===== src/hrd_pkg.sv =====
// Package for the HTTP response deframer: phase codes, result codes and the
// transaction record passed from front to back. No dependencies.
package hrd_pkg;
   localparam int LENGTH_BITS = 32;
   localparam int QDEPTH = 2;

   typedef enum logic [3:0] {
      PH_STATUS, PH_HNAME, PH_HVAL_CL, PH_HVAL_TE, PH_HVAL_OTHER, PH_BODY, PH_CSIZE,
      PH_CEXT, PH_CDATA, PH_CCR, PH_CLF, PH_TRAILER, PH_HALT
   } phase_type;

   localparam logic [1:0] KIND_BYTE = 2'd0;
   localparam logic [1:0] KIND_END = 2'd1;
   localparam logic [1:0] KIND_ERROR = 2'd2;

   localparam logic [2:0] ERR_NONE = 3'd0;
   localparam logic [2:0] ERR_CHUNK = 3'd1;
   localparam logic [2:0] ERR_CLEN = 3'd2;
   localparam logic [2:0] ERR_OVERFLOW = 3'd3;
   localparam logic [2:0] ERR_STATUS = 3'd4;

   typedef struct packed {
      logic [1:0] kind;
      logic [7:0] body_byte;
      logic       response_end;
      logic [9:0] status_code;
      logic       was_chunked;
      logic [2:0] error_code;
   } result_type;

   function automatic logic [7:0] cl_char(input logic [4:0] i);
      case (i)
         5'd0: cl_char = "C"; 5'd1: cl_char = "o"; 5'd2: cl_char = "n"; 5'd3: cl_char = "t";
         5'd4: cl_char = "e"; 5'd5: cl_char = "n"; 5'd6: cl_char = "t"; 5'd7: cl_char = "-";
         5'd8: cl_char = "L"; 5'd9: cl_char = "e"; 5'd10: cl_char = "n"; 5'd11: cl_char = "g";
         5'd12: cl_char = "t"; 5'd13: cl_char = "h";
         default: cl_char = 8'd0;
      endcase
   endfunction

   function automatic logic [7:0] te_char(input logic [4:0] i);
      case (i)
         5'd0: te_char = "T"; 5'd1: te_char = "r"; 5'd2: te_char = "a"; 5'd3: te_char = "n";
         5'd4: te_char = "s"; 5'd5: te_char = "f"; 5'd6: te_char = "e"; 5'd7: te_char = "r";
         5'd8: te_char = "-"; 5'd9: te_char = "E"; 5'd10: te_char = "n"; 5'd11: te_char = "c";
         5'd12: te_char = "o"; 5'd13: te_char = "d"; 5'd14: te_char = "i"; 5'd15: te_char = "n";
         5'd16: te_char = "g";
         default: te_char = 8'd0;
      endcase
   endfunction

   function automatic logic [7:0] tw_char(input logic [4:0] i);
      case (i)
         5'd0: tw_char = "c"; 5'd1: tw_char = "h"; 5'd2: tw_char = "u"; 5'd3: tw_char = "n";
         5'd4: tw_char = "k"; 5'd5: tw_char = "e"; 5'd6: tw_char = "d";
         default: tw_char = 8'd0;
      endcase
   endfunction
endpackage


===== src/hrd_front.sv =====
// Front end: accepts bytes, runs the parser state and produces one optional
// result per byte. Depends on hrd_pkg.
module hrd_front (
   input  logic                clock,
   input  logic                reset,
   input  logic                step,
   input  logic [7:0]          rx_byte,
   input  logic                new_connection,
   output logic                res_valid,
   output hrd_pkg::result_type res
);
   import hrd_pkg::*;

   localparam logic [LENGTH_BITS-1:0] LEN_MAX = '1;
   localparam logic [LENGTH_BITS-1:0] DEC_LIM = LEN_MAX / 10;
   localparam logic [3:0] DEC_REM = 4'(LEN_MAX % 10);
   localparam logic [LENGTH_BITS-1:0] HEX_LIM = LEN_MAX >> 4;

   phase_type phase_ff, phase_in;
   logic [9:0] code_ff, code_in;
   logic [1:0] space_ff, space_in;
   logic cr_ff, cr_in;
   logic [4:0] pos_ff, pos_in;
   logic [1:0] name_ff, name_in;
   logic [2:0] vm_ff, vm_in;
   logic [LENGTH_BITS-1:0] decl_ff, decl_in, rem_ff, rem_in;
   logic chunk_ff, chunk_in;
   logic dig_ff, dig_in;

   always_ff @(posedge clock) begin
      if (reset) begin
         phase_ff <= PH_STATUS; code_ff <= '0; space_ff <= '0; cr_ff <= 1'b0;
         pos_ff <= '0; name_ff <= 2'b11; vm_ff <= '0; decl_ff <= '0; rem_ff <= '0;
         chunk_ff <= 1'b0; dig_ff <= 1'b0;
      end else if (step) begin
         phase_ff <= phase_in; code_ff <= code_in; space_ff <= space_in; cr_ff <= cr_in;
         pos_ff <= pos_in; name_ff <= name_in; vm_ff <= vm_in; decl_ff <= decl_in;
         rem_ff <= rem_in; chunk_ff <= chunk_in; dig_ff <= dig_in;
      end
   end

   always_comb begin
      logic [7:0] c;
      logic [3:0] hv;
      logic is_hex, is_dig, blank, fin, fin_line, do_char, stop;
      logic [9:0] cv;
      logic [LENGTH_BITS-1:0] dec;
      logic [1:0] st;
      phase_type ph;
      logic [9:0] code0;
      logic [1:0] sp0, nm0;
      logic [4:0] pos0;
      logic [2:0] vm0;
      logic [LENGTH_BITS-1:0] decl0, rem0;
      logic chk0, dig0;

      if (new_connection) begin
         ph = PH_STATUS; code0 = '0; sp0 = '0; pos0 = '0; nm0 = 2'b11; vm0 = '0;
         decl0 = '0; rem0 = '0; chk0 = 1'b0; dig0 = 1'b0; cr_in = 1'b0;
      end else begin
         ph = phase_ff; code0 = code_ff; sp0 = space_ff; pos0 = pos_ff; nm0 = name_ff;
         vm0 = vm_ff; decl0 = decl_ff; rem0 = rem_ff; chk0 = chunk_ff; dig0 = dig_ff;
         cr_in = cr_ff;
      end
      phase_in = ph; code_in = code0; space_in = sp0; pos_in = pos0; name_in = nm0;
      vm_in = vm0; decl_in = decl0; rem_in = rem0; chunk_in = chk0; dig_in = dig0;

      res_valid = 1'b0;
      res.kind = KIND_BYTE;
      res.body_byte = 8'd0;
      res.response_end = 1'b0;
      res.error_code = ERR_NONE;
      fin = 1'b0;
      fin_line = 1'b0;
      do_char = 1'b0;
      stop = 1'b0;
      c = rx_byte;
      hv = 4'd0;
      dec = rem0 - 1'b1;

      case (ph)
         PH_HALT: stop = 1'b1;
         PH_BODY: begin
            stop = 1'b1;
            rem_in = dec;
            res_valid = 1'b1;
            res.body_byte = rx_byte;
            if (dec == '0) begin
               res.response_end = 1'b1;
               fin = 1'b1;
            end
         end
         PH_CDATA: begin
            stop = 1'b1;
            rem_in = dec;
            if (dec == '0) phase_in = PH_CCR;
            res_valid = 1'b1;
            res.body_byte = rx_byte;
         end
         PH_CCR: begin
            stop = 1'b1;
            if (rx_byte != 8'h0d) begin
               res_valid = 1'b1; res.kind = KIND_ERROR; res.error_code = ERR_CHUNK;
            end else phase_in = PH_CLF;
         end
         PH_CLF: begin
            stop = 1'b1;
            if (rx_byte != 8'h0a) begin
               res_valid = 1'b1; res.kind = KIND_ERROR; res.error_code = ERR_CHUNK;
            end else begin
               phase_in = PH_CSIZE; rem_in = '0; dig_in = 1'b0; vm_in = '0;
            end
         end
         default: ;
      endcase

      if (!stop) begin
         if (cr_in) begin
            cr_in = 1'b0;
            if (rx_byte == 8'h0a) begin
               fin_line = 1'b1;
            end else begin
               // A CR without LF is a line character that comes before this byte.
               case (ph)
                  PH_STATUS: begin
                     if (sp0 == 2'd1) vm0 = vm0 | 3'b001;
                     if (pos0 != 5'd31) pos0 = pos0 + 5'd1;
                  end
                  PH_HNAME: begin
                     nm0 = 2'b00;
                     if (pos0 != 5'd31) pos0 = pos0 + 5'd1;
                  end
                  PH_HVAL_CL: begin
                     res_valid = 1'b1; res.kind = KIND_ERROR; res.error_code = ERR_CLEN;
                  end
                  PH_HVAL_TE: vm0 = (vm0[1:0] == 2'd2) ? 3'b110 : 3'b101;
                  PH_CSIZE: begin
                     res_valid = 1'b1; res.kind = KIND_ERROR; res.error_code = ERR_CHUNK;
                  end
                  PH_TRAILER: pos0 = 5'd1;
                  default: ;
               endcase
               name_in = nm0; vm_in = vm0; pos_in = pos0;
               if (!res_valid) begin
                  if (rx_byte == 8'h0d) cr_in = 1'b1;
                  else do_char = 1'b1;
               end
            end
         end else if (rx_byte == 8'h0d) begin
            cr_in = 1'b1;
         end else begin
            do_char = 1'b1;
         end
      end

      // Line end handling.
      if (fin_line) begin
         case (ph)
            PH_STATUS: begin
               if (sp0 != 2'd2 || !dig0 || vm0[0]) begin
                  res_valid = 1'b1; res.kind = KIND_ERROR; res.error_code = ERR_STATUS;
               end else begin
                  phase_in = PH_HNAME; pos_in = '0; name_in = 2'b11; vm_in = '0;
                  dig_in = 1'b0; rem_in = '0;
               end
            end
            PH_HNAME: begin
               if (pos0 == '0) begin
                  if (chk0) begin
                     phase_in = PH_CSIZE; rem_in = '0; dig_in = 1'b0; vm_in = '0;
                  end else if (decl0 != '0) begin
                     phase_in = PH_BODY; rem_in = decl0;
                  end else begin
                     res_valid = 1'b1; res.kind = KIND_END; res.response_end = 1'b1;
                     fin = 1'b1;
                  end
               end else begin
                  phase_in = PH_HNAME; pos_in = '0; name_in = 2'b11; vm_in = '0;
                  dig_in = 1'b0; rem_in = '0;
               end
            end
            PH_HVAL_CL: begin
               if (!dig0) begin
                  res_valid = 1'b1; res.kind = KIND_ERROR; res.error_code = ERR_CLEN;
               end else begin
                  decl_in = rem0;
                  phase_in = PH_HNAME; pos_in = '0; name_in = 2'b11; vm_in = '0;
                  dig_in = 1'b0; rem_in = '0;
               end
            end
            PH_HVAL_TE: begin
               if (!vm0[2] && vm0[1:0] != 2'd0 && pos0 == 5'd7)
                  chunk_in = 1'b1;
               phase_in = PH_HNAME; pos_in = '0; name_in = 2'b11; vm_in = '0;
               dig_in = 1'b0; rem_in = '0;
            end
            PH_CSIZE, PH_CEXT: begin
               if (!dig0) begin
                  res_valid = 1'b1; res.kind = KIND_ERROR; res.error_code = ERR_CHUNK;
               end else if (rem0 == '0) begin
                  phase_in = PH_TRAILER; pos_in = '0;
               end else phase_in = PH_CDATA;
            end
            PH_TRAILER: begin
               if (pos0 == '0) begin
                  res_valid = 1'b1; res.kind = KIND_END; res.response_end = 1'b1;
                  fin = 1'b1;
               end else pos_in = '0;
            end
            default: ;
         endcase
      end

      // Ordinary line character.
      is_dig = (c >= "0") && (c <= "9");
      blank = (c == " ") || (c == 8'h09);
      is_hex = 1'b1;
      if (is_dig) hv = 4'(c - "0");
      else if (c >= "a" && c <= "f") hv = 4'(c - "a" + 8'd10);
      else if (c >= "A" && c <= "F") hv = 4'(c - "A" + 8'd10);
      else is_hex = 1'b0;
      cv = 10'd0;
      st = vm0[1:0];
      if (do_char) begin
         case (ph)
            PH_STATUS: begin
               if (c == " ") begin
                  if (sp0 != 2'd2) space_in = sp0 + 2'd1;
               end else if (sp0 == 2'd1) begin
                  if (is_dig) begin
                     cv = (code0 << 3) + (code0 << 1);
                     if (code0 >= 10'd100) code_in = 10'd999;
                     else if (cv + 10'(hv) > 10'd999) code_in = 10'd999;
                     else code_in = cv + 10'(hv);
                     dig_in = 1'b1;
                  end else vm_in = vm0 | 3'b001;
               end
               if (pos0 != 5'd31) pos_in = pos0 + 5'd1;
            end
            PH_HNAME: begin
               if (c == ":") begin
                  if (nm0[0] && pos0 == 5'd14) phase_in = PH_HVAL_CL;
                  else if (nm0[1] && pos0 == 5'd17) phase_in = PH_HVAL_TE;
                  else phase_in = PH_HVAL_OTHER;
                  pos_in = '0; vm_in = '0; dig_in = 1'b0; rem_in = '0;
               end else begin
                  if (pos0 >= 5'd14 || cl_char(pos0) != c) name_in[0] = 1'b0;
                  if (pos0 >= 5'd17 || te_char(pos0) != c) name_in[1] = 1'b0;
                  if (pos0 != 5'd31) pos_in = pos0 + 5'd1;
               end
            end
            PH_HVAL_CL: begin
               if (blank) begin
                  if (vm0 == 3'd1) vm_in = 3'd2;
               end else if (is_dig && vm0 != 3'd2) begin
                  if (rem0 > DEC_LIM || (rem0 == DEC_LIM && hv > DEC_REM)) begin
                     res_valid = 1'b1; res.kind = KIND_ERROR; res.error_code = ERR_OVERFLOW;
                  end else begin
                     rem_in = (rem0 << 3) + (rem0 << 1) + LENGTH_BITS'(hv);
                     vm_in = 3'd1; dig_in = 1'b1;
                  end
               end else begin
                  res_valid = 1'b1; res.kind = KIND_ERROR; res.error_code = ERR_CLEN;
               end
            end
            PH_HVAL_TE: begin
               if (blank) begin
                  if (st == 2'd1) vm_in = {vm0[2], 2'd2};
               end else if (st == 2'd2) begin
                  vm_in = vm0 | 3'b100;
               end else begin
                  if (pos0 < 5'd7 && tw_char(pos0) == c) begin
                     pos_in = pos0 + 5'd1;
                     vm_in = {vm0[2], 2'd1};
                  end else vm_in = 3'b101;
               end
            end
            PH_CSIZE: begin
               if (is_hex && vm0 == 3'd0) begin
                  if (rem0 > HEX_LIM) begin
                     res_valid = 1'b1; res.kind = KIND_ERROR; res.error_code = ERR_OVERFLOW;
                  end else begin
                     rem_in = {rem0[LENGTH_BITS-5:0], hv}; dig_in = 1'b1;
                  end
               end else if (dig0 && blank) vm_in = 3'd1;
               else if (dig0 && c == ";") phase_in = PH_CEXT;
               else begin
                  res_valid = 1'b1; res.kind = KIND_ERROR; res.error_code = ERR_CHUNK;
               end
            end
            PH_TRAILER: pos_in = 5'd1;
            default: ;
         endcase
      end

      res.status_code = code_in;
      res.was_chunked = chunk_in;
      if (res.kind == KIND_ERROR) begin
         res.response_end = 1'b1;
         phase_in = PH_HALT;
      end
      if (fin) begin
         phase_in = PH_STATUS; code_in = '0; space_in = '0; cr_in = 1'b0; pos_in = '0;
         name_in = 2'b11; vm_in = '0; decl_in = '0; rem_in = '0; chunk_in = 1'b0;
         dig_in = 1'b0;
      end
   end
endmodule


===== src/hrd_back.sv =====
// Back end: a two-entry queue of results and the registered output port.
// Depends on hrd_pkg.
module hrd_back (
   input  logic                clock,
   input  logic                reset,
   input  logic                push,
   input  hrd_pkg::result_type push_data,
   output logic                has_room,
   output logic                rsp_valid,
   input  logic                rsp_stall,
   output hrd_pkg::result_type rsp_data
);
   import hrd_pkg::*;

   result_type q_ff [QDEPTH];
   logic [1:0] cnt_ff, cnt_in;
   logic pop;
   logic push_head;

   assign pop = rsp_valid && !rsp_stall;
   assign rsp_valid = cnt_ff != 2'd0;
   assign rsp_data = q_ff[0];
   assign has_room = cnt_ff != 2'(QDEPTH);
   assign push_head = push && (cnt_ff == 2'd0 || (cnt_ff == 2'd1 && pop));

   always_comb begin
      cnt_in = cnt_ff + {1'b0, push} - {1'b0, pop};
   end

   always_ff @(posedge clock) begin
      if (reset) cnt_ff <= '0;
      else cnt_ff <= cnt_in;
   end

   always_ff @(posedge clock) begin
      if (push_head) q_ff[0] <= push_data;
      else if (pop) q_ff[0] <= q_ff[1];
      if (push && !push_head) q_ff[1] <= push_data;
   end
endmodule


===== src/http_response_deframer_unit.sv =====
// HTTP/1.1 response deframer top level: byte parser front end feeding a
// two-entry result queue. Depends on hrd_pkg, hrd_front and hrd_back.
// Each result is pushed into the registered result queue when its byte is accepted and leaves it on rsp_ in order.
// Throughput: one byte per cycle while the result queue has room.
// Reset: synchronous, active high; the parser returns to the status line
// and the queue empties.
module http_response_deframer_unit (
   input  logic       clock,
   input  logic       reset,
   input  logic       req_valid,
   output logic       req_stall,
   input  logic [7:0] req_rx_byte,
   input  logic       req_new_connection,
   output logic       rsp_valid,
   input  logic       rsp_stall,
   output logic [1:0] rsp_kind,
   output logic [7:0] rsp_body_byte,
   output logic       rsp_response_end,
   output logic [9:0] rsp_status_code,
   output logic       rsp_was_chunked,
   output logic [2:0] rsp_error_code
);
   import hrd_pkg::*;

   logic step, res_valid, has_room;
   result_type res, out_data;

   assign req_stall = !has_room;
   assign step = req_valid && has_room;

   hrd_front u_front (
      .clock, .reset, .step,
      .rx_byte(req_rx_byte), .new_connection(req_new_connection),
      .res_valid, .res
   );

   hrd_back u_back (
      .clock, .reset,
      .push(step && res_valid), .push_data(res), .has_room,
      .rsp_valid, .rsp_stall, .rsp_data(out_data)
   );

   assign rsp_kind = out_data.kind;
   assign rsp_body_byte = out_data.body_byte;
   assign rsp_response_end = out_data.response_end;
   assign rsp_status_code = out_data.status_code;
   assign rsp_was_chunked = out_data.was_chunked;
   assign rsp_error_code = out_data.error_code;
endmodule


===== config.mk =====
export PLATFORM = sky130hd
export DESIGN_NAME = http_response_deframer_unit
export DESIGN_NICKNAME = d
export VERILOG_FILES = /design/src/hrd_pkg.sv /design/src/hrd_front.sv /design/src/hrd_back.sv /design/src/http_response_deframer_unit.sv
export SDC_FILE = /design/constraint.sdc
export NUM_CORES = 1
export LEC_CHECK = 0
export BUFFER_PORTS_ARGS = -buffer_cell sky130_fd_sc_hd__buf_2
export CORE_MARGIN = 2
export CORE_UTILIZATION = 61
export CTS_BUF_LIST = sky130_fd_sc_hd__clkbuf_8
export DETAILED_ROUTE_END_ITERATION = 7
export PLACE_DENSITY = 0.74
export SYNTH_ARGS = -nofsm -noshare
export SYNTH_HDL_FRONTEND = slang
export SYNTH_SLANG_ARGS = --single-unit

===== constraint.sdc =====
create_clock -name clock -period 6.9 [get_ports clock]
set_clock_uncertainty 0.1 [all_clocks]
set_input_delay 0.69 -clock clock [delete_from_list [all_inputs] [get_ports clock]]
set_output_delay 0.69 -clock clock [all_outputs]
set_load 0.01 [all_outputs]

### After elaboration in Yosys (flattened, before gate mapping)

Memory sizes are Yosys's and may differ from the RTL's.
Index checks and enable logic that the tools add are counted.

| storage, ports and cells | value |
|---|---|
| register bits after elaboration | 95 |
| bits in writable memories | 50 |
| ROM bits | 336 |
| input bits | 13 |
| output and inout bits | 27 |
| word-level logic and storage cells | 421 |
| memories kept | 3 |

Memories:

| name | words | width | read ports | clocked after memory_dff | wr ports | RTL line | source |
|---|---|---|---|---|---|---|---|
| (no name shown) | 32 | 7 | 1 | 0 | 0 | hrd_pkg.sv:42 | `case (i)` |
| (no name shown) | 16 | 7 | 1 | 0 | 0 | hrd_pkg.sv:32 | `case (i)` |
| u_back.q_ff | 2 | 25 | 2 | 0 | 2 | hrd_back.sv:15 | `result_type q_ff [QDEPTH];` |

| operators by class | value |
|---|---|
| add/sub/neg operators | 15 |
| magnitude comparators | 14 |
| equality and inequality tests | 44 |
| mux-type cells | 285 |
| bitwise operators | 1 |
| reductions and logical operators | 47 |

Operator list:

| kind | count |
|---|---|
| 32-bit 2-to-1 mux | 21 |
| 3-bit 2-to-1 mux | 46 |
| 32-bit one-hot mux with 4 select lines | 1 |
| 8-bit 2-to-1 mux | 12 |
| 32-bit one-hot mux with 3 select lines | 1 |
| 10-bit 2-to-1 mux | 9 |
| 5-bit 2-to-1 mux | 18 |
| 4-bit 2-to-1 mux | 22 |
| 1-bit 2-to-1 mux | 87 |
| 2-bit 2-to-1 mux | 42 |
| 32-bit logical NOT | 2 |
| 32-bit one-hot mux with 2 select lines | 1 |
| 7-bit one-hot mux with 7 select lines | 1 |
| 32-bit adder | 1 |
| 32-bit by 4-bit adder with 32-bit output | 1 |
| 32-bit by 29-bit == test with 1-bit output, second input constant | 1 |
| 32-bit by 28-bit > comparator with 1-bit output, second input constant | 1 |
| 32-bit by 29-bit > comparator with 1-bit output, second input constant | 1 |
| 32-bit nonzero test | 1 |
| 32-bit by 1-bit subtractor with 32-bit output, second input constant | 1 |
| 25-bit 2-to-1 mux | 1 |
| 5-bit one-hot mux with 5 select lines | 1 |
| 8-bit by 4-bit == test with 1-bit output, second input constant | 3 |
| 8-bit by 6-bit == test with 1-bit output, second input constant | 3 |
| other kinds (62) | 128 |

### Longest topological paths before layout

| depth | value |
|---|---|
| depth after elaboration | 27 |
| gate-level depth with buffers | 25 |
| mapped depth without buffers | 20 |

### Hierarchy

A second synthesis with hierarchy kept.

| unflattened totals | value |
|---|---|
| cells, all modules | 1817 |
| area total of the unflattened synthesis | 14279.9 um2 |

Modules (own cells, without submodules):

| module | instances | cells each | area each (um2) | seq. area each (um2) |
|---|---|---|---|---|
| hrd_front | 1 | 1693 | 12025.3 | 1861.8 |
| hrd_back | 1 | 121 | 2237.1 | 1541.5 |
| http_response_deframer_unit | 1 | 3 | 17.5 | 0.0 |

### Least setup slack after synthesis

OpenSTA, ideal clock, no wires.

| path | value |
|---|---|
| path kind | in2reg |
| from | in req_new_connection |
| to | mem u_back.q_ff[0][0] in the netlist's numbering (enable) |
| library setup time | 412 ps |
| arrival time | 5502 ps |
| required time | 6388 ps |
| slack | 885 ps |
| stages | 18 |
| buffers on the path | 4 |
| cell sequence | buf_2 > buf_2 > buf_2 > nor2b_1 > ha_1 > nand4_1 > a21oi_1 > nor4_1 > a221oi_1 > ha_1 > buf_1 > and2_1 > o211ai_1 > nor3_1 > nand2_1 > a32oi_1 > o21bai_1 > o21bai_1 |

RTL lines:

| what | RTL line | source |
|---|---|---|
| from (decl) | http_response_deframer_unit.sv:13 | `input logic req_new_connection,` |
| to (decl) | hrd_back.sv:15 |  |

==> results.toml <==
[synth]
syn-mean-instance-area_um2 = 7.51
yosysMostFrequentCell = "nor2_1"
syn_inst = 1967
ys_ff_latch = 145
ys_seq_area_frac = 0.230
yosys.area.top_type = "dfxtp_1"
yosys-top-cells-count = "nor2_1, a21oi_1, nand2_1"
synthArstFlopShare = 0
synth_nets = 2071
synthFlopType = "dfxtp_1"
netlist.area_leader.share = 0.129
synthTopCellsByArea = "dfxtp_1, edfxtp_1, ha_1"
synth_edf_count = 50
yosys.cell_types.count = 93
ys_warn_count = 0
synth.cell_area_mm2 = 0.0148

[die]
io_pins = 40
start_util = 0.626
dieArea_mm2 = 0.0255
placementRows = 56
core_area_mm2 = 0.0236
dieHeight_um = 160
die_w_um = 160

[job]
drv_cap = 0

[placed_design]
dp_hpwl_um = 39400
io_buffers = 39
dp.cells = 2197
routabilityCongestion = 1.05
place_area_mm2 = 0.0150

[pwr]
p_clk_frac = 0.329
power.internal_mw = 1.43
power_density_mw_per_mm2 = 145
pwr-share-comb = 0.239
ir_drop_mv = 0.154
p_leak_nw = 6.12
sw_frac_of_total = 0.359
p_sw_uw = 801
power_frac_seq = 0.432

[detailed_routing]
viasPerCell = 7.42
wl_per_cell_um = 25.1
drtIter0Drc = 2617
first_pass_iters = 8
drc = 0
route.final.wire_length_um = 55900
vias = 16500
ant_nets = 0

[min_path]
holdCritPathClass = "reg2reg"

[grt]
grt_max_degree = 92
track_usage = 0.428
grt_pass1_wl_um = 86900
antenna_found_initial = 0
grt-ovfl-total = 0
grt_pass1_vias = 15600

[cells_and_area]
fin_nets = 2001
n_antenna_cell = 0
areaGrowthSynthToFinish_pct = 4.14
fillCellCount = 2088
final_util = 0.652
final_cells = 2229
drive_gt1_frac = 0.100
fin_area_mm2 = 0.0154

[sta]
maxSlewViolCount = 0
relSlewSlack = 0.143
period_minus_slack_ns = 5.91
setup_tns_ns = 0
setup_viol = 0
hold_viol = 0
fmaxAchievable_mhz = 169
tightest_slew_ns = 1.28
fin_crit_sh = 0.856
hold-worst-slack_ns = 0.385
rsz0062_at_grt = "no"

[clock_tree]
postCtsResizedCells = 0
cts_tree = "yes"
post_cts_buffers = 0
cts_buffer_depth = 2
clock_sinks = 145
cts_max_level = 4
path_clk_slew_ns = 0.13
postCtsHoldBufs = 0
clk_latency_ns = 0.49
cts_root_buf = "clkbuf_8"
cts_buffers = 17

[worst_setup_path]
criticalPathCategory = "reg2reg"
start_kind = "register"
critPathMaxStageDelay_ns = 0.75
path_max_fanout = 25
slowest_stage = "dfxtp_1"
cp.required_ns = 7.03
worstPathArrival_ns = 6.04
endpoint_kind = "register"
cp_cell_sequence = "maj3_2, o211ai_4, or3_1, mux2_2, inv_1, ha_1, and2_1, o211ai_1, nor3_1, nand2_1, a32oi_1, or3_1, o221a_2, mux2_2"

[outcome]
outcome = "finished clean"
## final timing paths
check,to,cells past startpoint,slack [ns],start
max,u_back.q_ff[0][24]$_DFFE_PP_,14,0.99,u_front.phase_ff[0]$_SDFFE_PP0P_
min,u_front.name_ff[0]$_SDFFE_PP1P_,1,0.38,u_front.name_ff[0]$_SDFFE_PP1P_
max reg2reg,u_back.q_ff[0][24]$_DFFE_PP_,14,0.99,u_front.phase_ff[0]$_SDFFE_PP0P_
min reg2reg,u_front.name_ff[0]$_SDFFE_PP1P_,1,0.38,u_front.name_ff[0]$_SDFFE_PP1P_
## per-stage QoR
step	total power, mW	setup WS (ns)
final	2.23	0.994
after global routing	2.30	0.903
after CTS	2.22	1.22
after detailed placement	1.51	0.804
after global placement	1.49	0.923
after floorplan	1.41	0.885
## cells by family (layout without fill, tap and decap cells)
kind of cell    Yosys count  count (layout)  share of synthesized area
mux                      50              50                     0.0416
flops                   145             145                      0.230
fa+ha+maj                92              92                     0.0798
simple gates            735             735                      0.253
compound gates          653             653                      0.293
xor+xnor                 55              55                     0.0326
buf+inv                 237             180                     0.0704
## worst max-delay path, delay by kind of cell, from the launching register on
kind	cells	cell delay (ns)
adder cells (fa/ha/maj)	2	0.76
multiplexers	2	0.81
flip-flops	1	0.75
buffers and inverters	1	0.27
AO/OA/AOI/OAI	4	1.44
AND/OR/NAND/NOR	5	1.52
## layout by cell type (no fill, tap or decap), types with 12 or more instances in the layout
cell	count
and3_1	13
nor3_1	48
xnor2_1	38
nor2b_1	45
a21oi_1	170
a221oi_1	12
buf_4	49
a22o_1	22
o21a_1	16
xor2_1	17
o21ai_0	124
a211oi_1	20
nand2b_1	17
nand3_1	36
nand4_1	26
a31oi_1	26
inv_1	59
dfxtp_1	95
a22oi_1	45
mux2i_1	19
o31ai_1	16
clkbuf_8	17
ha_1	87
or4_1	16
a21o_1	23
o22ai_1	30
buf_2	38
nor2_1	223
nand2_1	148
or3_1	17
nor4_1	59
edfxtp_1	50
and2_1	20
mux2_4	20
## power groups by stage
stage | Combinational [mW] | Clock, mW | Sequential (mW)
finish | 0.534 | 0.735 | 0.965
global route | 0.567 | 0.763 | 0.969
CTS | 0.527 | 0.733 | 0.965
detailed placement | 0.524 | 0 | 0.985
global placement | 0.508 | 0 | 0.983
floorplan | 0.422 | 0 | 0.984
## registers in the layout, summed over array words and instances, names as in the netlist, 2 cells and up
signal            count
u_front.decl_ff      32
u_front.phase_ff      4
u_front.code_ff      10
u_front.rem_ff       32
u_front.name_ff       2
u_back.q_ff          50
u_front.pos_ff        5
u_front.vm_ff         3
u_front.space_ff      2
u_back.cnt_ff         2
## layer usage
layer  global-route usage  up-vias  wire length [um]  share of wire
li1                     -     7230                 -              -
met5              0.00758        -                 0              0
met4                0.301        0              4460          0.080
met1                0.523     7646             20600           0.37
met3               0.0930      348              6430           0.11
met2                0.671     1308             24400           0.44
## area by class of cell
type	instances	area, um2	area share
clock buffers	17	234	0.0152
inverters	61	229	0.0149
flip-flops and latches	145	3400	0.221
well taps	319	399	0.0259
multi-input cells	1585	10400	0.674
repair buffers	87	558	0.0363
clock inverters	15	189	0.0123
Power figures use the tool's default switching activity.
